$ cat src/rtl/core/assert_macros.svh
// assertion macros used by the rtl core module
// no dependencies; included by i2c_eeprom_master_core, the module that checks itself
`ifndef ASSERT_MACROS_SVH
`define ASSERT_MACROS_SVH

// same-cycle implication, checked outside reset
`define ASSERT_IMPLY(label, clk, rst_n, ante, cons, msg) \
    label: assert property (@(posedge clk) disable iff (!rst_n) (ante) |-> (cons)) \
        else $error(msg);

// next-cycle implication, checked outside reset
`define ASSERT_NEXT(label, clk, rst_n, ante, cons, msg) \
    label: assert property (@(posedge clk) disable iff (!rst_n) (ante) |=> (cons)) \
        else $error(msg);

`endif

$ cat src/rtl/core/i2cem_pkg.sv
// package for the i2c eeprom master: sizes, codes and the microcode rom
// no dependencies
package i2cem_pkg;

    localparam int PAGE_BYTES = 8;
    localparam int CNT_W      = $clog2(PAGE_BYTES + 1);
    localparam int BIDX_W     = $clog2(PAGE_BYTES + 3);
    localparam int PB_AW      = (PAGE_BYTES > 1) ? $clog2(PAGE_BYTES) : 1;

    localparam logic [6:0]  DEV_ADDR_RST   = 7'd80;
    localparam logic [19:0] WRITE_WAIT_RST = 20'd10000;

    typedef enum logic [1:0] {
        MODE_TICK  = 2'd0,
        MODE_LOAD  = 2'd1,
        MODE_WRITE = 2'd2,
        MODE_READ  = 2'd3
    } t_mode;

    typedef enum logic {
        REG_DEV_ADDR   = 1'b0,
        REG_WRITE_WAIT = 1'b1
    } t_reg;

    typedef enum logic [4:0] {
        PH_IDLE, PH_START,
        PH_W_LOW, PH_W_DATA, PH_W_HIGH,
        PH_A_LOW, PH_A_REL, PH_A_HIGH, PH_A_CHK,
        PH_RS_LOW, PH_RS_REL, PH_RS_HIGH, PH_RS_DRV,
        PH_R_LOW, PH_R_HIGH, PH_R_SMP,
        PH_M_LOW, PH_M_DRV, PH_M_HIGH, PH_M_LOW2, PH_M_REL,
        PH_N_LOW, PH_N_REL, PH_N_HIGH,
        PH_P_LOW, PH_P_DRV, PH_P_HIGH, PH_P_REL,
        PH_WAIT
    } t_phase;

    typedef enum logic [1:0] {
        SCL_KEEP, SCL_LO, SCL_HI
    } t_scl_op;

    typedef enum logic [1:0] {
        SDA_KEEP, SDA_LO, SDA_HI, SDA_BIT
    } t_sda_op;

    // how the step counter moves
    typedef enum logic [2:0] {
        J_HOLD,   // stay
        J_SEQ,    // go to the step in the word
        J_BIT,    // end of a sent bit
        J_ACK,    // slave ack check
        J_RS,     // repeated start, load read address byte
        J_SMP,    // sample a read bit
        J_STOP,   // end of stop
        J_WAIT    // write cycle wait
    } t_jump;

    typedef struct packed {
        t_scl_op scl;
        t_sda_op sda;
        t_jump   jmp;
        t_phase  next;
    } t_uword;

    function automatic t_uword ucode(t_phase p);
        t_uword w;
        w = '{scl: SCL_KEEP, sda: SDA_KEEP, jmp: J_HOLD, next: PH_IDLE};
        unique case (p)
            PH_IDLE:    w = '{SCL_KEEP, SDA_KEEP, J_HOLD, PH_IDLE};
            PH_START:   w = '{SCL_KEEP, SDA_LO,   J_SEQ,  PH_W_LOW};
            PH_W_LOW:   w = '{SCL_LO,   SDA_KEEP, J_SEQ,  PH_W_DATA};
            PH_W_DATA:  w = '{SCL_KEEP, SDA_BIT,  J_SEQ,  PH_W_HIGH};
            PH_W_HIGH:  w = '{SCL_HI,   SDA_KEEP, J_BIT,  PH_W_LOW};
            PH_A_LOW:   w = '{SCL_LO,   SDA_KEEP, J_SEQ,  PH_A_REL};
            PH_A_REL:   w = '{SCL_KEEP, SDA_HI,   J_SEQ,  PH_A_HIGH};
            PH_A_HIGH:  w = '{SCL_HI,   SDA_KEEP, J_SEQ,  PH_A_CHK};
            PH_A_CHK:   w = '{SCL_KEEP, SDA_KEEP, J_ACK,  PH_A_CHK};
            PH_RS_LOW:  w = '{SCL_LO,   SDA_KEEP, J_SEQ,  PH_RS_REL};
            PH_RS_REL:  w = '{SCL_KEEP, SDA_HI,   J_SEQ,  PH_RS_HIGH};
            PH_RS_HIGH: w = '{SCL_HI,   SDA_KEEP, J_SEQ,  PH_RS_DRV};
            PH_RS_DRV:  w = '{SCL_KEEP, SDA_LO,   J_RS,   PH_W_LOW};
            PH_R_LOW:   w = '{SCL_LO,   SDA_KEEP, J_SEQ,  PH_R_HIGH};
            PH_R_HIGH:  w = '{SCL_HI,   SDA_KEEP, J_SEQ,  PH_R_SMP};
            PH_R_SMP:   w = '{SCL_KEEP, SDA_KEEP, J_SMP,  PH_R_LOW};
            PH_M_LOW:   w = '{SCL_LO,   SDA_KEEP, J_SEQ,  PH_M_DRV};
            PH_M_DRV:   w = '{SCL_KEEP, SDA_LO,   J_SEQ,  PH_M_HIGH};
            PH_M_HIGH:  w = '{SCL_HI,   SDA_KEEP, J_SEQ,  PH_M_LOW2};
            PH_M_LOW2:  w = '{SCL_LO,   SDA_KEEP, J_SEQ,  PH_M_REL};
            PH_M_REL:   w = '{SCL_KEEP, SDA_HI,   J_SEQ,  PH_R_LOW};
            PH_N_LOW:   w = '{SCL_LO,   SDA_KEEP, J_SEQ,  PH_N_REL};
            PH_N_REL:   w = '{SCL_KEEP, SDA_HI,   J_SEQ,  PH_N_HIGH};
            PH_N_HIGH:  w = '{SCL_HI,   SDA_KEEP, J_SEQ,  PH_P_LOW};
            PH_P_LOW:   w = '{SCL_LO,   SDA_KEEP, J_SEQ,  PH_P_DRV};
            PH_P_DRV:   w = '{SCL_KEEP, SDA_LO,   J_SEQ,  PH_P_HIGH};
            PH_P_HIGH:  w = '{SCL_HI,   SDA_KEEP, J_SEQ,  PH_P_REL};
            PH_P_REL:   w = '{SCL_KEEP, SDA_HI,   J_STOP, PH_IDLE};
            PH_WAIT:    w = '{SCL_KEEP, SDA_KEEP, J_WAIT, PH_IDLE};
            default:    w = '{SCL_KEEP, SDA_KEEP, J_HOLD, PH_IDLE};
        endcase
        return w;
    endfunction

endpackage

$ cat src/rtl/core/i2c_eeprom_master_core.sv
// i2c eeprom master: an accepted item is captured, executed, then reported by
// result strobe o_valid from the result register; no new item is taken while
// one executes; a single microcode step per item (fetch item, then execute one
// rom word); busy is high in the execute cycle only; results cannot be stalled
// synchronous active-low reset: bus idle, lines released, registers at reset
// values; the page buffer holds no reset and is only used below its fill count
`include "assert_macros.svh"

module i2c_eeprom_master_core
    import i2cem_pkg::*;
(
    input  logic        i_clk,
    input  logic        i_rst_n,
    // command channel
    input  logic        start,
    output logic        busy,
    input  logic [1:0]  i_mode,
    input  logic [7:0]  i_mem_address,
    input  logic [7:0]  i_write_byte,
    input  logic [3:0]  i_byte_count,
    input  logic        i_sda_in,
    // result channel
    output logic        o_valid,
    output logic        o_scl_level,
    output logic        o_sda_level,
    output logic        o_read_valid,
    output logic [7:0]  o_read_byte,
    output logic        o_read_last,
    output logic        o_busy_res,
    output logic        o_done_res,
    // configuration port
    input  logic        psel,
    input  logic        penable,
    input  logic        pwrite,
    input  logic [2:0]  paddr,
    input  logic [31:0] pwdata,
    output logic [31:0] prdata,
    output logic        pready
);

    // ---------------------------------------------------------------
    // configuration registers
    // ---------------------------------------------------------------
    logic [6:0]  r_dev_addr;
    logic [19:0] r_write_wait;
    logic        cfg_wr;
    t_reg        cfg_sel;

    assign pready  = 1'b1;
    assign cfg_wr  = psel & penable & pwrite;
    assign cfg_sel = t_reg'(paddr[2]);

    always_ff @(posedge i_clk) begin
        if (!i_rst_n) begin
            r_dev_addr   <= DEV_ADDR_RST;
            r_write_wait <= WRITE_WAIT_RST;
        end else if (cfg_wr) begin
            unique case (cfg_sel)
                REG_DEV_ADDR:   r_dev_addr   <= pwdata[6:0];
                REG_WRITE_WAIT: r_write_wait <= pwdata[19:0];
                default: ;
            endcase
        end
    end

    always_comb begin
        unique case (cfg_sel)
            REG_DEV_ADDR:   prdata = {25'd0, r_dev_addr};
            REG_WRITE_WAIT: prdata = {12'd0, r_write_wait};
            default:        prdata = '0;
        endcase
    end

    // ---------------------------------------------------------------
    // item capture: an accepted item is registered, then goes to execution
    // ---------------------------------------------------------------
    logic        r_busy;
    t_mode       r_mode;
    logic [7:0]  r_mem;
    logic [7:0]  r_wbyte;
    logic [3:0]  r_count;
    logic        r_sda_in;
    logic        accept;

    assign busy   = r_busy;
    assign accept = start & ~r_busy;

    always_ff @(posedge i_clk) begin
        if (!i_rst_n) begin
            r_busy <= 1'b0;
        end else begin
            r_busy <= accept;
        end
    end

    always_ff @(posedge i_clk) begin
        if (accept) begin
            r_mode   <= t_mode'(i_mode);
            r_mem    <= i_mem_address;
            r_wbyte  <= i_write_byte;
            r_count  <= i_byte_count;
            r_sda_in <= i_sda_in;
        end
    end

    // ---------------------------------------------------------------
    // sequencer state; r_phase is the microcode step counter
    // ---------------------------------------------------------------
    t_phase              r_phase,     n_phase;
    logic [2:0]          r_bit_idx,   n_bit_idx;
    logic [BIDX_W-1:0]   r_byte_idx,  n_byte_idx;
    logic [7:0]          r_shift,     n_shift;
    logic [CNT_W-1:0]    r_loaded,    n_loaded;
    logic [CNT_W-1:0]    r_total,     n_total;
    logic [7:0]          r_target,    n_target;
    logic [19:0]         r_wait,      n_wait;
    logic                r_op_read,   n_op_read;
    logic                r_scl,       n_scl;
    logic                r_sda,       n_sda;

    // page buffer, written only while idle, read one step ahead
    logic [7:0]          page_buffer [PAGE_BYTES];
    logic [7:0]          r_pb_rd;
    logic [BIDX_W-1:0]   pb_idx;
    logic [PB_AW-1:0]    pb_addr;
    logic                pb_wr;

    t_uword              uw;
    logic [BIDX_W-1:0]   byte_idx_inc;
    logic [7:0]          shift_in;
    logic [CNT_W-1:0]    cnt_sat;
    logic                is_tick;
    logic                is_idle;

    assign uw           = ucode(r_phase);
    assign byte_idx_inc = r_byte_idx + BIDX_W'(1);
    assign shift_in     = {r_shift[6:0], r_sda_in};
    assign is_tick      = (r_mode == MODE_TICK);
    assign is_idle      = (r_phase == PH_IDLE);

    // data byte d = acked count - 2 = current count - 1
    assign pb_idx  = r_byte_idx - BIDX_W'(1);
    assign pb_addr = pb_idx[PB_AW-1:0];
    assign pb_wr   = r_busy & ~is_tick & is_idle & (r_mode == MODE_LOAD) &
                     (r_loaded < CNT_W'(PAGE_BYTES));

    always_ff @(posedge i_clk) begin
        if (pb_wr) begin
            page_buffer[r_loaded[PB_AW-1:0]] <= r_wbyte;
        end
        r_pb_rd <= page_buffer[pb_addr];
    end

    // read count: zero taken as one, large counts saturate
    always_comb begin
        if (r_count == 4'd0) begin
            cnt_sat = CNT_W'(1);
        end else if (int'(r_count) > PAGE_BYTES) begin
            cnt_sat = CNT_W'(PAGE_BYTES);
        end else begin
            cnt_sat = CNT_W'(r_count);
        end
    end

    // next state: command decode or one microcode word
    always_comb begin
        n_phase    = r_phase;
        n_bit_idx  = r_bit_idx;
        n_byte_idx = r_byte_idx;
        n_shift    = r_shift;
        n_loaded   = r_loaded;
        n_total    = r_total;
        n_target   = r_target;
        n_wait     = r_wait;
        n_op_read  = r_op_read;
        n_scl      = r_scl;
        n_sda      = r_sda;

        if (!is_tick) begin
            if (is_idle) begin
                priority case (r_mode)
                    MODE_LOAD: begin
                        if (r_loaded < CNT_W'(PAGE_BYTES)) begin
                            n_loaded = r_loaded + CNT_W'(1);
                        end
                    end
                    default: begin
                        // write or read start, address byte goes out first
                        n_op_read  = (r_mode == MODE_READ);
                        n_total    = cnt_sat;
                        n_target   = r_mem;
                        n_byte_idx = '0;
                        n_shift    = {r_dev_addr, 1'b0};
                        n_bit_idx  = '0;
                        n_phase    = PH_START;
                    end
                endcase
            end
        end else begin
            unique case (uw.scl)
                SCL_LO:  n_scl = 1'b0;
                SCL_HI:  n_scl = 1'b1;
                default: n_scl = r_scl;
            endcase
            unique case (uw.sda)
                SDA_LO:  n_sda = 1'b0;
                SDA_HI:  n_sda = 1'b1;
                SDA_BIT: n_sda = r_shift[3'd7 - r_bit_idx];
                default: n_sda = r_sda;
            endcase

            unique case (uw.jmp)
                J_SEQ: n_phase = uw.next;
                J_BIT: begin
                    if (r_bit_idx == 3'd7) begin
                        n_bit_idx = '0;
                        n_phase   = PH_A_LOW;
                    end else begin
                        n_bit_idx = r_bit_idx + 3'd1;
                        n_phase   = PH_W_LOW;
                    end
                end
                J_ACK: begin
                    // no ack keeps the sequencer parked here
                    if (!r_sda_in) begin
                        n_byte_idx = byte_idx_inc;
                        if (byte_idx_inc == BIDX_W'(1)) begin
                            n_shift   = r_target;
                            n_bit_idx = '0;
                            n_phase   = PH_W_LOW;
                        end else if (!r_op_read) begin
                            if (byte_idx_inc < BIDX_W'(r_loaded) + BIDX_W'(2)) begin
                                n_shift   = r_pb_rd;
                                n_bit_idx = '0;
                                n_phase   = PH_W_LOW;
                            end else begin
                                n_phase = PH_P_LOW;
                            end
                        end else if (byte_idx_inc == BIDX_W'(2)) begin
                            n_phase = PH_RS_LOW;
                        end else begin
                            n_byte_idx = '0;
                            n_bit_idx  = '0;
                            n_shift    = '0;
                            n_phase    = PH_R_LOW;
                        end
                    end
                end
                J_RS: begin
                    n_shift   = {r_dev_addr, 1'b1};
                    n_bit_idx = '0;
                    n_phase   = PH_W_LOW;
                end
                J_SMP: begin
                    if (r_bit_idx == 3'd7) begin
                        n_bit_idx  = '0;
                        n_byte_idx = byte_idx_inc;
                        n_shift    = '0;
                        n_phase    = (byte_idx_inc >= BIDX_W'(r_total)) ? PH_N_LOW
                                                                        : PH_M_LOW;
                    end else begin
                        n_shift   = shift_in;
                        n_bit_idx = r_bit_idx + 3'd1;
                        n_phase   = PH_R_LOW;
                    end
                end
                J_STOP: begin
                    if (!r_op_read) begin
                        n_loaded = '0;
                    end
                    if (!r_op_read && (r_write_wait != 20'd0)) begin
                        n_wait  = r_write_wait;
                        n_phase = PH_WAIT;
                    end else begin
                        n_phase = PH_IDLE;
                    end
                end
                J_WAIT: begin
                    if (r_wait != 20'd0) begin
                        n_wait = r_wait - 20'd1;
                    end
                    if (r_wait <= 20'd1) begin
                        n_phase = PH_IDLE;
                    end
                end
                default: n_phase = r_phase;
            endcase
        end
    end

    // result fields of this item
    logic       n_read_valid;
    logic [7:0] n_read_byte;
    logic       n_read_last;
    logic       n_done;

    always_comb begin
        n_read_valid = 1'b0;
        n_read_byte  = '0;
        n_read_last  = 1'b0;
        n_done       = 1'b0;
        if (is_tick) begin
            if ((uw.jmp == J_SMP) && (r_bit_idx == 3'd7)) begin
                n_read_valid = 1'b1;
                n_read_byte  = shift_in;
                n_read_last  = (byte_idx_inc >= BIDX_W'(r_total));
            end
            if ((uw.jmp == J_STOP) && (r_op_read || (r_write_wait == 20'd0))) begin
                n_done = 1'b1;
            end
            if ((uw.jmp == J_WAIT) && (r_wait <= 20'd1)) begin
                n_done = 1'b1;
            end
        end
    end

    // state update in the execute cycle
    always_ff @(posedge i_clk) begin
        if (!i_rst_n) begin
            r_phase    <= PH_IDLE;
            r_bit_idx  <= '0;
            r_byte_idx <= '0;
            r_shift    <= '0;
            r_loaded   <= '0;
            r_total    <= '0;
            r_target   <= '0;
            r_wait     <= '0;
            r_op_read  <= 1'b0;
            r_scl      <= 1'b1;
            r_sda      <= 1'b1;
        end else if (r_busy) begin
            r_phase    <= n_phase;
            r_bit_idx  <= n_bit_idx;
            r_byte_idx <= n_byte_idx;
            r_shift    <= n_shift;
            r_loaded   <= n_loaded;
            r_total    <= n_total;
            r_target   <= n_target;
            r_wait     <= n_wait;
            r_op_read  <= n_op_read;
            r_scl      <= n_scl;
            r_sda      <= n_sda;
        end
    end

    // ---------------------------------------------------------------
    // result register: strobe for one cycle after execution
    // ---------------------------------------------------------------
    logic       r_valid;
    logic       r_read_valid;
    logic [7:0] r_read_byte;
    logic       r_read_last;
    logic       r_done;

    always_ff @(posedge i_clk) begin
        if (!i_rst_n) begin
            r_valid <= 1'b0;
        end else begin
            r_valid <= r_busy;
        end
    end

    always_ff @(posedge i_clk) begin
        if (r_busy) begin
            r_read_valid <= n_read_valid;
            r_read_byte  <= n_read_byte;
            r_read_last  <= n_read_last;
            r_done       <= n_done;
        end
    end

    assign o_valid      = r_valid;
    assign o_scl_level  = r_scl;
    assign o_sda_level  = r_sda;
    assign o_read_valid = r_read_valid;
    assign o_read_byte  = r_read_byte;
    assign o_read_last  = r_read_last;
    assign o_busy_res   = ~is_idle;
    assign o_done_res   = r_done;

    // ---------------------------------------------------------------
    // checks
    // ---------------------------------------------------------------
    `ASSERT_NEXT(a_exec_then_strobe, i_clk, i_rst_n, r_busy, o_valid, "no strobe after execute")
    `ASSERT_IMPLY(a_strobe_not_busy, i_clk, i_rst_n, o_valid, !r_busy, "strobe while executing")
    `ASSERT_IMPLY(a_done_idle, i_clk, i_rst_n, o_valid && o_done_res, is_idle, "done while active")
    `ASSERT_IMPLY(a_load_bound, i_clk, i_rst_n, 1'b1, r_loaded <= CNT_W'(PAGE_BYTES), "fill overrun")

endmodule

$ cat config.mk
export PLATFORM = sky130hd
export DESIGN_NAME = i2c_eeprom_master_core
export DESIGN_NICKNAME = d
export VERILOG_FILES = /design/src/rtl/core/i2cem_pkg.sv /design/src/rtl/core/i2c_eeprom_master_core.sv
export VERILOG_INCLUDE_DIRS = /design/src /design/src/rtl/core
export SDC_FILE = /design/constraint.sdc
export NUM_CORES = 1
export LEC_CHECK = 0
export ABC_AREA = 1
export BUFFER_PORTS_ARGS = -buffer_cell sky130_fd_sc_hd__buf_2
export CORE_UTILIZATION = 35
export CTS_CLUSTER_SIZE = 28
export DETAILED_ROUTE_END_ITERATION = 10
export PLACE_DENSITY = 0.62
export SLEW_MARGIN = 0
export SYNTH_ARGS = -nofsm -noshare
export SYNTH_HDL_FRONTEND = slang
export SYNTH_SLANG_ARGS = --single-unit
$ cat constraint.sdc
create_clock -name i_clk -period 6.57 [get_ports i_clk]
set_input_delay 0.657 -clock i_clk [delete_from_list [all_inputs] [get_ports i_clk]]
set_output_delay 0.657 -clock i_clk [all_outputs]
set_load 0.01 [all_outputs]
# After elaboration in Yosys (flattened, before gate mapping)
# Memories as Yosys holds them, arrays and structs flattened. A register that Yosys moved wholly into a read port is not among the register bits.
# Cells that the tools add are included.
# totals
inputBits	64
mem_bits_ro	384
out_inout_bits	49
n_memories	2
register_bits	122
mem_bits_rw	64
word_cells	179
latch_bits	0
# classes
n_mul	0
n_eq_ne	31
order_cmp	6
n_div	0
muxes	66
bitwise	12
reduce_logical	31
addsub	7
shift	0
# mem_list
name	depth	word_bits	read_ports	rd_clocked_by_memory_dff	wr	line	rtl
(no name shown)	32	12	1	1	0	i2cem_pkg.sv:67	unique case (p)
page_buffer	8	8	1	1	1	i2c_eeprom_master_core.sv:122	logic [7:0] page_buffer [PAGE_BYTES];
# ops
cell	count
2-to-1 mux 8 bit	9
2-to-1 mux 4 bit	16
one-hot mux 32 bit (2 select lines)	1
2-to-1 mux 5 bit	12
2-to-1 mux 20 bit	2
one-hot mux 20 bit (2 select lines)	1
nonzero test 20 bit	2
2-to-1 mux 3 bit	12
one-hot mux 5 bit (7 select lines)	1
one-hot mux 8 bit (3 select lines)	1
less-or-equal comparator 20 x 1 -> 1 bit, second input constant	1
zero test 20 bit	1
subtractor 20 x 1 -> 20 bit, second input constant	1
AND reduction 6 bit	3
== test 3 bit, second input constant	5
AND reduction 7 bit	2
!= test 5 bit, second input constant	2
nonzero test 2 bit	5
!= test 3 bit, second input constant	3
one-hot mux 3 bit (3 select lines)	1
adder 4 x 1 -> 4 bit, second input constant	2
== test 2 bit, second input constant	4
!= test 2 bit, second input constant	4
!= test 8 x 1 -> 1 bit, second input constant	1
37 further kinds	61

# Depth between registers and ports, before layout
# Gate-level depths: netlist of run 1.
# logic_depth
ltp_word	10
mapped_depth	21
depth_no_buf	20

# Worst setup path after synthesis of run 1
# Ideal clock, no wire load.
# synth_timing
kind	reg-to-reg
start	register r_byte_idx[0]
end	register, netlist name uw[11]
path_slack_ps	3604
period_less_slack_ps	2966
arrival_ps	2857
path_buffers	2
t_required_ps	6461
stages_incl_launch_ff	22
setup_time_ps	109
cell_sequence	dfxtp_1 > buf_2 > inv_1 > clkbuf_1 > ha_1 > ha_1 > a21oi_1 > nand2_1 > nand3_1 > a21oi_1 > o21ai_1 > nand2_1 > a21oi_2 > inv_1 > ha_1 > inv_1 > nand2_1 > nor2_1 > nor2_1 > nand2_1 > nand2_1 > inv_1
# synth_between
elab_chain_cells	10
elab_cells_between_ends	16
classes_between	1 x add/sub; 2 x order compare; 2 x eq/ne; 11 x mux
# synth_lines
element	line	rtl
from (decl)	i2c_eeprom_master_core.sv:111	logic [BIDX_W-1:0] r_byte_idx, n_byte_idx;
from (signal assigned)	i2c_eeprom_master_core.sv:334	r_byte_idx <= n_byte_idx;
adder 4 x 1 -> 4 bit (*)	i2c_eeprom_master_core.sv:136	assign byte_idx_inc = r_byte_idx + BIDX_W'(1);
less-than comparator 4 bit / == test 4 x 2 -> 1 bit (equally long branches)	i2c_eeprom_master_core.sv:232, i2c_eeprom_master_core.sv:239	
2-to-1 mux 5 bit / 2-to-1 mux 3 bit (equally long branches)	i2c_eeprom_master_core.sv:232, i2c_eeprom_master_core.sv:239	
2-to-1 mux 5 bit	i2c_eeprom_master_core.sv:231	end else if (!r_op_read) begin
2-to-1 mux 5 bit	i2c_eeprom_master_core.sv:227	if (byte_idx_inc == BIDX_W'(1)) begin
2-to-1 mux 5 bit	i2c_eeprom_master_core.sv:225	if (!r_sda_in) begin
one-hot mux 5 bit (7 select lines) (*)	i2c_eeprom_master_core.sv:212	unique case (uw.jmp)
2-to-1 mux 5 bit (*)	i2c_eeprom_master_core.sv:179	if (!is_tick) begin
2-to-1 mux 5 bit (no line) (*) (2 in series)	n/a	
# Mark *: on every way between the ends. The rest lies on a longest branch, timed or not. The select of a mux whose other input is x is not followed.
# A chain may end at the register's enable or synchronous reset.

# Worst setup path in the final report of run 1
# layout_timing
start	register r_byte_idx[0]
end	register, netlist name uw[3]
# layout_between
elab_chain_cells	10
elab_cells_between_ends	16
classes_between	1 x add/sub; 2 x order compare; 2 x eq/ne; 11 x mux
# layout_lines
element	line
adder 4 x 1 -> 4 bit (*)	i2c_eeprom_master_core.sv:136
less-than comparator 4 bit / == test 4 x 2 -> 1 bit (equally long branches)	i2c_eeprom_master_core.sv:232, i2c_eeprom_master_core.sv:239
2-to-1 mux 5 bit / 2-to-1 mux 3 bit (equally long branches)	i2c_eeprom_master_core.sv:232, i2c_eeprom_master_core.sv:239
2-to-1 mux 5 bit	i2c_eeprom_master_core.sv:231
2-to-1 mux 5 bit	i2c_eeprom_master_core.sv:227
2-to-1 mux 5 bit	i2c_eeprom_master_core.sv:225
one-hot mux 5 bit (7 select lines) (*)	i2c_eeprom_master_core.sv:212
2-to-1 mux 5 bit (*)	i2c_eeprom_master_core.sv:179
2-to-1 mux 5 bit (no line) (*) (2 in series)	n/a
# Marks and branches as above.

==> impl_results.md, run 1 <==
- Detailed-placement wirelength estimate: 16160 um
- Max Slew Vio Count: 0
- Leakage: 4.649 nW
- Routed via count: 7885
- Initial antenna violation count: 0
- Xor and xnor fraction of the mapped netlist area: 0.5348%
- Multiplexer share of the synthesized area: 0%
- Share of the synthesized area in compound gates (AO/OA/AOI/OAI): 15.14%
- YS warnings: 0
- Max_slew headroom: 32.34%
- Area Overhead vs Synth: 14.98%
- Area of the core: 0.02725 mm^2
- CTS Buffer Depth: 3
- Min Clock Period, post-route: 4407 ps
- Worst hold-check path type: in2reg
- Die X-Extent: 169.6 um
- Number of instances resized during post-cts repair: 0
- Number of distinct library cell variants in the gate-level netlist after synthesis: 44
- Synthesized area divided by synthesized cell count: 8.327 um^2
- Routed WL: 22750 um
- Multi-input combinational cell area: 0.003934 mm^2
- Number of global-route vias before repair: 7352
- Maximum number of pins on one net before global-route repair: 69
- Count of mapped cells out of synthesis: 1180
- Routed vias/inst: 4.820
- Slowest stage cell on the critical path: sky130_fd_sc_hd__ha_1
- Status: completed
- Total congestion overflow after global routing: 0
- Placed insts: 1594
- RePlAce Congestion: 0.8534
- Crit path arrival time: 4810 ps
- Cells along the critical path: buf_4 > inv_1 > ha_1 > ha_1 > a21oi_1 > nand2_1 > nand2_1 > nand3_1 > a21oi_1 > nand4_1 > nand3_1 > ha_1 > nand3_1 > nand2_1 > nand2_1 > nand2_1 > nand2_1
- Residual DRC: 0
- I/O Pins: 113
- Final Power: 3.002 mW
- Sequential fraction of the synthesis area: 51.95%
- Final hold violations: 0
- Most numerous cell on the critical path: sky130_fd_sc_hd__nand2_1
- Clock input transition at the sequential cells of the worst setup and hold paths: 60 ps
- Number of design-rule violations left by the first detailed-router iteration: 595
- Total CTS buffers: 23
- Core occupancy in the finished layout: 41.46%
- Crit path capture type: flop
- Number of storage elements in the synthesis netlist: 206
- CTS root buffer: sky130_fd_sc_hd__clkbuf_16
- Clk Latency, worst-skew pair: 520 ps
- Number of port buffers: 85
- # setup viols final: 0
- Overall fraction of global-route tracks in use: 15.94%
- Simple-Gate Fraction of Synth Area: 20.78%
- Final clock period utilization by the worst path: 67.07%
- Slew at the pin with the worst max-slew slack: 1011 ps
- Crit path launch type: flop
- MaxCap Viol Count: 0
- Mapped cell area: 0.009826 mm^2
- Crit path largest cell delay: 930 ps
- Total of fill cells in the finished design: 2732
- CTS sink count: 206
- TNS Setup: 0 ps
- Global-route wire length before repair: 37180 um
- Antenna cells: 0
- Dominant combinational cell family by area after synthesis: simple AND/OR/NAND/NOR gates
- Number of nets in the layout: 1335
- H-tree depth: 1
- Die height: 169.6 um
- Clock skew after layout: 12.54 ps
- Critical Setup Path Class: reg2reg
- DRT antenna net count: 0
- Initial core utilization: 36.06%
- Leading cell types in the layout, fill and taps excluded: sky130_fd_sc_hd__nor2_1 (185), sky130_fd_sc_hd__nand2_1 (183), sky130_fd_sc_hd__o21ai_0 (136), sky130_fd_sc_hd__inv_1 (119), sky130_fd_sc_hd__dfxtp_1 (108)
- Setup repair after global routing missed its margin: no
- Worst path required time: 6980 ps
- Share of cells above drive strength 1: 13.61%
- Post-synthesis share of cell area spent on full adders, half adders and majority gates: 3.056%
- Number of hold buffers added after cts: 0
- Max Fclk: 226.9 MHz
- Sequential cell area: 0.005105 mm^2
- DIE AREA: 0.02875 mm^2
- Highest ir drop seen on vdd: 190.6 uV
- Highest net fanout along the worst path: 41
- Power Density: 265.7 mW/mm^2
- TritonCTS clock tree: done
- Final routed wire length divided by cell count: 13.91 um
- Non-filler instance count after layout: 1636
- Postcts setup bufs: 0
- First-pass DRT Iterations: 5
- Core Rows: 60
- Commonest non-fill, non-tap cell in the layout: sky130_fd_sc_hd__nor2_1
[kinds of logic after synthesis]
family	Yosys count
DFF	206
other	2
AOI/OAI and AO/OA	269
xor gates and xnor gates	6
and+or+nand+nor	475
buffers and inverters	198
adders and majority gates	24
[Yosys cell counts (all sizes together)]
| cell type | number | area share (%) |
|---|---|---|
| a211oi | 7 | 0.53 |
| a32oi | 1 | 0.089 |
| clkinv | 3 | 0.11 |
| xor2 | 4 | 0.36 |
| o21ai | 146 | 7.5 |
| dfxtp | 108 | 22 |
| nor2 | 197 | 8.2 |
| buf | 25 | 1.8 |
| nor3 | 5 | 0.25 |
| clkbuf | 36 | 1.4 |
| o22ai | 11 | 0.70 |
| a41oi | 1 | 0.089 |
| o31ai | 1 | 0.076 |
| or2 | 4 | 0.28 |
| a22oi | 4 | 0.31 |
| edfxtp | 98 | 30 |
| inv | 134 | 5.1 |
| nand3 | 58 | 3.1 |
| nand2 | 192 | 7.7 |
| nand4 | 15 | 1.0 |
| a221oi | 6 | 0.53 |
| nor4 | 3 | 0.19 |
| a31oi | 19 | 1.2 |
| conb | 2 | 0.076 |
| ha | 24 | 3.1 |
| a21oi | 66 | 3.6 |
| o211ai | 7 | 0.53 |
| xnor2 | 2 | 0.18 |
| and3 | 1 | 0.064 |
[power breakdown]
part	switching, mW	internal [mW]	total [mW]
Sequential	0.0287	1.39	1.42
Clock	0.511	0.843	1.35
Combinational	0.152	0.0773	0.229
[registers in the layout, summed over array words and instances, names as in the netlist, 3 cells and up]
register and count:
r_write_wait 20, r_count 4, r_bit_idx 3, r_loaded 4, r_shift 8, page_buffer 64
r_byte_idx 4, r_dev_addr 7, r_target 8, r_pb_rd 8, r_wbyte 8, r_wait 20
o_read_byte 8, r_mem 8, r_phase 5, uw 12, r_total 4
[stage by stage]
| stage | hold slack [ps] | setup WS [ps] | instance area, um^2 |
|---|---|---|---|
| floorplan | 420.5 | 3604 | 9867 |
| global placement | 437.7 | 2170 | 10500 |
| detailed placement | 439.0 | 2145 | 10500 |
| CTS | 284.8 | 2109 | 11300 |
| global route | 285.7 | 1680 | 11300 |
| finish | 309.6 | 2163 | 11300 |
[cell type report]
class | instances | share of cell area (%)
clock buffer | 28 | 5.261
clock inverter | 14 | 1.827
timing repair buffer | 92 | 4.231
multi-input combinational | 787 | 34.82
tap | 372 | 4.120
sequential | 206 | 45.19
inverter | 137 | 4.552
[path summary, 6_finish.rpt]
| kind | startpoint | to | slack, ps | depth (start not counted) |
|---|---|---|---|---|
| max | r_byte_idx[0] | uw[3] | 2160 | 17 |
| min | i_write_byte[5] | r_wbyte[5] | 310 | 1 |
| max reg2reg | r_byte_idx[0] | uw[3] | 2160 | 17 |
| min reg2reg | r_shift[7] | r_shift[7] | 450 | 2 |
[routing by layer]
metal  share of wire (%)  GRT usage (%)  vias up
met5                   0              0        -
met2                  47          27.09      205
met1                  46          21.16     3592
met4                 1.8          4.074        0
li1                    -              -     4064
met3                 4.9          2.379       24
[worst max-delay path, delay by kind of cell, from the launching register on]
family	cells	cell delay, ps
adder cells (fa/ha/maj)	3	1600
AND/OR/NAND/NOR	10	1120
buffers and inverters	2	880
AO/OA/AOI/OAI	2	360
flip-flops	1	310
(Power assumes the default switching activity.)
==> inputs of run 2 (changes only) <==
- ABC_AREA: 1 -> 0
- clock period: 6.57 -> 4.57 ns (I/O delays scaled with it)
==> run 2 against run 1 <==
- wire length increased by 1.1%
- via count is 7.3% lower
- clock power up 35%
- highest routed layer unchanged
- flip-flop and latch count unchanged
- global-route usage increased by 0.19 points
- hold slack worse by 200 ps
==> impl_results.md, run 2 <==
- CTS Buffer Depth: 3 (unchanged)
- Area contributors post-synth: sky130_fd_sc_hd__edfxtp_1 (30%), sky130_fd_sc_hd__dfxtp_1 (22%), sky130_fd_sc_hd__nand2_1 (4.5%)
- # setup viols final: 0 (unchanged)
- Worst setup startpoint: r_byte_idx[0]
- Clk Latency, worst-skew pair: 520 ps (about the same)
- Routed via count: 7310 (-7.3%)
- Antenna cells: 0 (unchanged)
- Slowest stage cell on the critical path: sky130_fd_sc_hd__o311ai_0
- Number of port buffers: 85 (unchanged)
- Area Overhead vs Synth: 15.57%
- DRT antenna net count: 0 (unchanged)
- Slack of the worst reg-to-reg path: 730 ps (-1430 ps)
- Leakage: 4.237 nW (-8.9%)
- Global-route wire length before repair: 36860 um (-0.86%)
- Routed WL: 22990 um (+1.1%)
- Worst hold-check path type: in2reg
- Count of flip-flops with a built-in enable after synthesis: 98 (unchanged)
- Met1 layer usage reported by global route: 21.15% (about the same)
- Die height: 169.1 um (-0.28%)
- Number of storage elements in the synthesis netlist: 206 (unchanged)
- Residual DRC: 0 (unchanged)
- Cells along the critical path: inv_1 > ha_1 > ha_1 > a21boi_0 > nor3b_1 > o311ai_0 > o21ai_0 > a31oi_1 > o22a_1 > o31ai_1 > buf_4 > inv_1 > ha_1 > inv_1 > or2_2 > a221oi_1 > nor2_1
- Area of the core: 0.02718 mm^2 (-0.28%)
- End point of the critical path: uw[3]
- H-tree depth: 1 (unchanged)
- Final routed wire length divided by cell count: 16.22 um (+17%)
- Crit path arrival time: 4230 ps (-580 ps)
- MaxCap Viol Count: 0 (unchanged)
- CTS sink count: 206 (unchanged)
- Commonest non-fill, non-tap cell in the layout: sky130_fd_sc_hd__nand2_1
- Number of hold buffers added after cts: 0 (unchanged)
- Total CTS buffers: 23 (unchanged)
- First-pass DRT Iterations: 5 (unchanged)
- Worst reg-to-reg path cell count: 17 (unchanged)
- RePlAce Congestion: 0.8052 (-5.6%)
- Highest net fanout along the worst path: 6 (-85%)
- Number of flip-flops under the largest register name: 64 (unchanged)
- Max Fclk: 260.7 MHz (+15%)
- Routing usage on met3: 2.455% (+0.076 points)
- Critical Setup Path Class: reg2reg
- Post-synthesis async set-or-reset flop share: 0% (unchanged)
- Clock skew after layout: 13.01 ps (+0.4752 ps)
- Overall fraction of global-route tracks in use: 16.13% (+0.19 points)
- Final clock period utilization by the worst path: 83.95% (+17 points)
- Count of mapped cells out of synthesis: 958 (-19%)
- CTS root buffer: sky130_fd_sc_hd__clkbuf_16
- Initial core utilization: 35.95% (-0.10 points)
- Clock input transition at the sequential cells of the worst setup and hold paths: 60 ps (about the same)
- Most frequent cell after synthesis: sky130_fd_sc_hd__nand2_1
- Status: completed
- End of the worst register-to-register path: uw[3]
- Worst path required time: 4970 ps (-2010 ps)
- Setup repair after global routing missed its margin: no
- Share of cells above drive strength 1: 18.07% (+4.5 points)
- TritonCTS clock tree: done
- Initial antenna violation count: 0 (unchanged)
- Power Density: 354.5 mW/mm^2 (+33%)
- Crit path largest cell delay: 460 ps (-470 ps)
- Number of design-rule violations left by the first detailed-router iteration: 606 (+1.8%)
- Die X-Extent: 169.1 um (-0.28%)
- YS warnings: 0 (unchanged)
- Min Clock Period, post-route: 3837 ps (-570.1 ps)
- Maximum number of pins on one net before global-route repair: 61 (-12%)
- Number of nets in the layout: 1117 (-16%)
- I/O Pins: 113 (unchanged)
- Global routing met2 resource utilization: 27.51% (+0.42 points)
- DIE AREA: 0.02859 mm^2 (-0.55%)
- Area leader, netlist: sky130_fd_sc_hd__edfxtp_1
- Leading cell types in the layout, fill and taps excluded: sky130_fd_sc_hd__nand2_1 (117), sky130_fd_sc_hd__dfxtp_1 (108), sky130_fd_sc_hd__edfxtp_1 (98), sky130_fd_sc_hd__buf_2 (85), sky130_fd_sc_hd__nor2_1 (75)
- Busiest layer in global routing: met2
- Sequential fraction of the synthesis area: 52.25% (+0.29 points)
- Routed vias/inst: 5.155 (+7.0%)
- TNS Setup: 0 ps (unchanged)
- Summed area of non-filler cells in the final layout: 0.01129 mm^2 (about the same)
- Crit path launch type: flop
- Total placed instance area: 0.01055 mm^2 (+0.49%)
- Yosys top cell area share: 30.12% (+0.17 points)
- Max Slew Vio Count: 0 (unchanged)
- Postcts setup bufs: 0 (unchanged)
- Number of instances resized during post-cts repair: 0 (unchanged)
- Number of distinct library cell variants in the gate-level netlist after synthesis: 66 (+50%)
- Detailed-placement wirelength estimate: 15840 um (-2.0%)
- Final hold violations: 0 (unchanged)
- Slew at the pin with the worst max-slew slack: 984.4 ps (-27.01 ps)
- Reg-to-reg startpoint: r_byte_idx[0]
- Max_slew headroom: 34.13% (+1.8 points)
- Most instantiated cells after synthesis: sky130_fd_sc_hd__nand2_1 (117), sky130_fd_sc_hd__dfxtp_1 (108), sky130_fd_sc_hd__edfxtp_1 (98)
- Number of global-route vias before repair: 7030 (-4.4%)
- Mapped cell area: 0.009771 mm^2 (-0.56%)
- Most common flop cell mapped by yosys: sky130_fd_sc_hd__dfxtp_1
- Highest ir drop seen on vdd: 235.0 uV (+23%)
- Total congestion overflow after global routing: 0 (unchanged)
- Synthesized area divided by synthesized cell count: 10.20 um^2 (+22%)
- Total of fill cells in the finished design: 2632 (-3.7%)
- Crit path capture type: flop
- Core Rows: 60 (unchanged)
[run 2: cell count changes in the layout (fill, tap and decap cells not counted), sizes merged, moves of 18 or more]
cell,change
nor2,-122
nor3,+20
mux4,+18
and2,+38
nand2,-75
a21boi,+39
o21ai,-94
inv,-98
a21oi,-23
nand3,-35
[run 2: cells by family (layout without fill, tap and decap cells)]
kind of cell | after synthesis | after routing | synth area share [%]
AND/OR/NAND/NOR | 351 | 351 | 17.39
AO/OA/AOI/OAI | 226 | 226 | 15.56
flip-flops | 206 | 206 | 52.25
buffers and inverters | 104 | 181 | 4.559
multiplexers | 39 | 39 | 6.556
adder cells (fa/ha/maj) | 24 | 24 | 3.073
XOR/XNOR | 6 | 6 | 0.5378
other | 2 | 13 | 0.07686
[run 2: how the worst min path moves through the flow]
stage,startpoint,end,slack [ps],cells past startpoint
after floorplan,r_wait[16],r_wait[16],430,2
after global placement,r_wait[16],r_wait[16],450,2
after detailed placement,r_wait[16],r_wait[16],460,2
after CTS,i_write_byte[3],r_wbyte[3],90,1
after global routing,i_write_byte[0],r_wbyte[0],90,1
final,i_write_byte[4],r_wbyte[4],110,1
[run 2: routing by layer]
metal | wire [um] | part of all wire, %
met5 | 0 | 0
met4 | 596 | 2.6
met3 | 1142 | 5.0
met2 | 10900 | 47
met1 | 10350 | 45
[run 2: cell type report]
cell class              count  area, um^2  share of cell area, %
flip-flops and latches    206        5105                  45.21
clock buffers              32       629.4                  5.573
well taps                 372       465.4                  4.122
inverters                  35       131.4                  1.163
multi-input cells         659        4278                  37.88
repair buffers            104       568.0                  5.030
clock inverters            10       115.1                  1.019
[run 2: where the power goes]
part	internal, mW	switching, mW	leakage [nW]
clock network	1.08	0.735	0.357
registers	1.97	0.0354	1.78
logic	0.0754	0.105	2.10
[run 2: critical path, delay by kind of cell (launching register included)]
kind                       cells  cell delay (ps)
and+or+nand+nor                3              440
adders and majority gates      3              810
AOI/OAI and AO/OA              7             1680
buffers and inverters          4              380
DFF                            1              410
[run 2: per-stage QoR]
stage	utilization, %	power, mW	hold WS (ps)	instances	setup slack [ps]
3_3_place_gp	38.81	2.225	450.8	1376	828.2
5_1_grt	41.55	4.161	92.36	1418	278.7
6_report	41.55	4.004	109.8	1418	733.5
2_1_floorplan	-	2.155	431.4	969	360.7
4_1_cts	41.55	4.053	91.27	1418	727.8
3_5_place_dp	38.81	2.227	458.9	1376	744.6
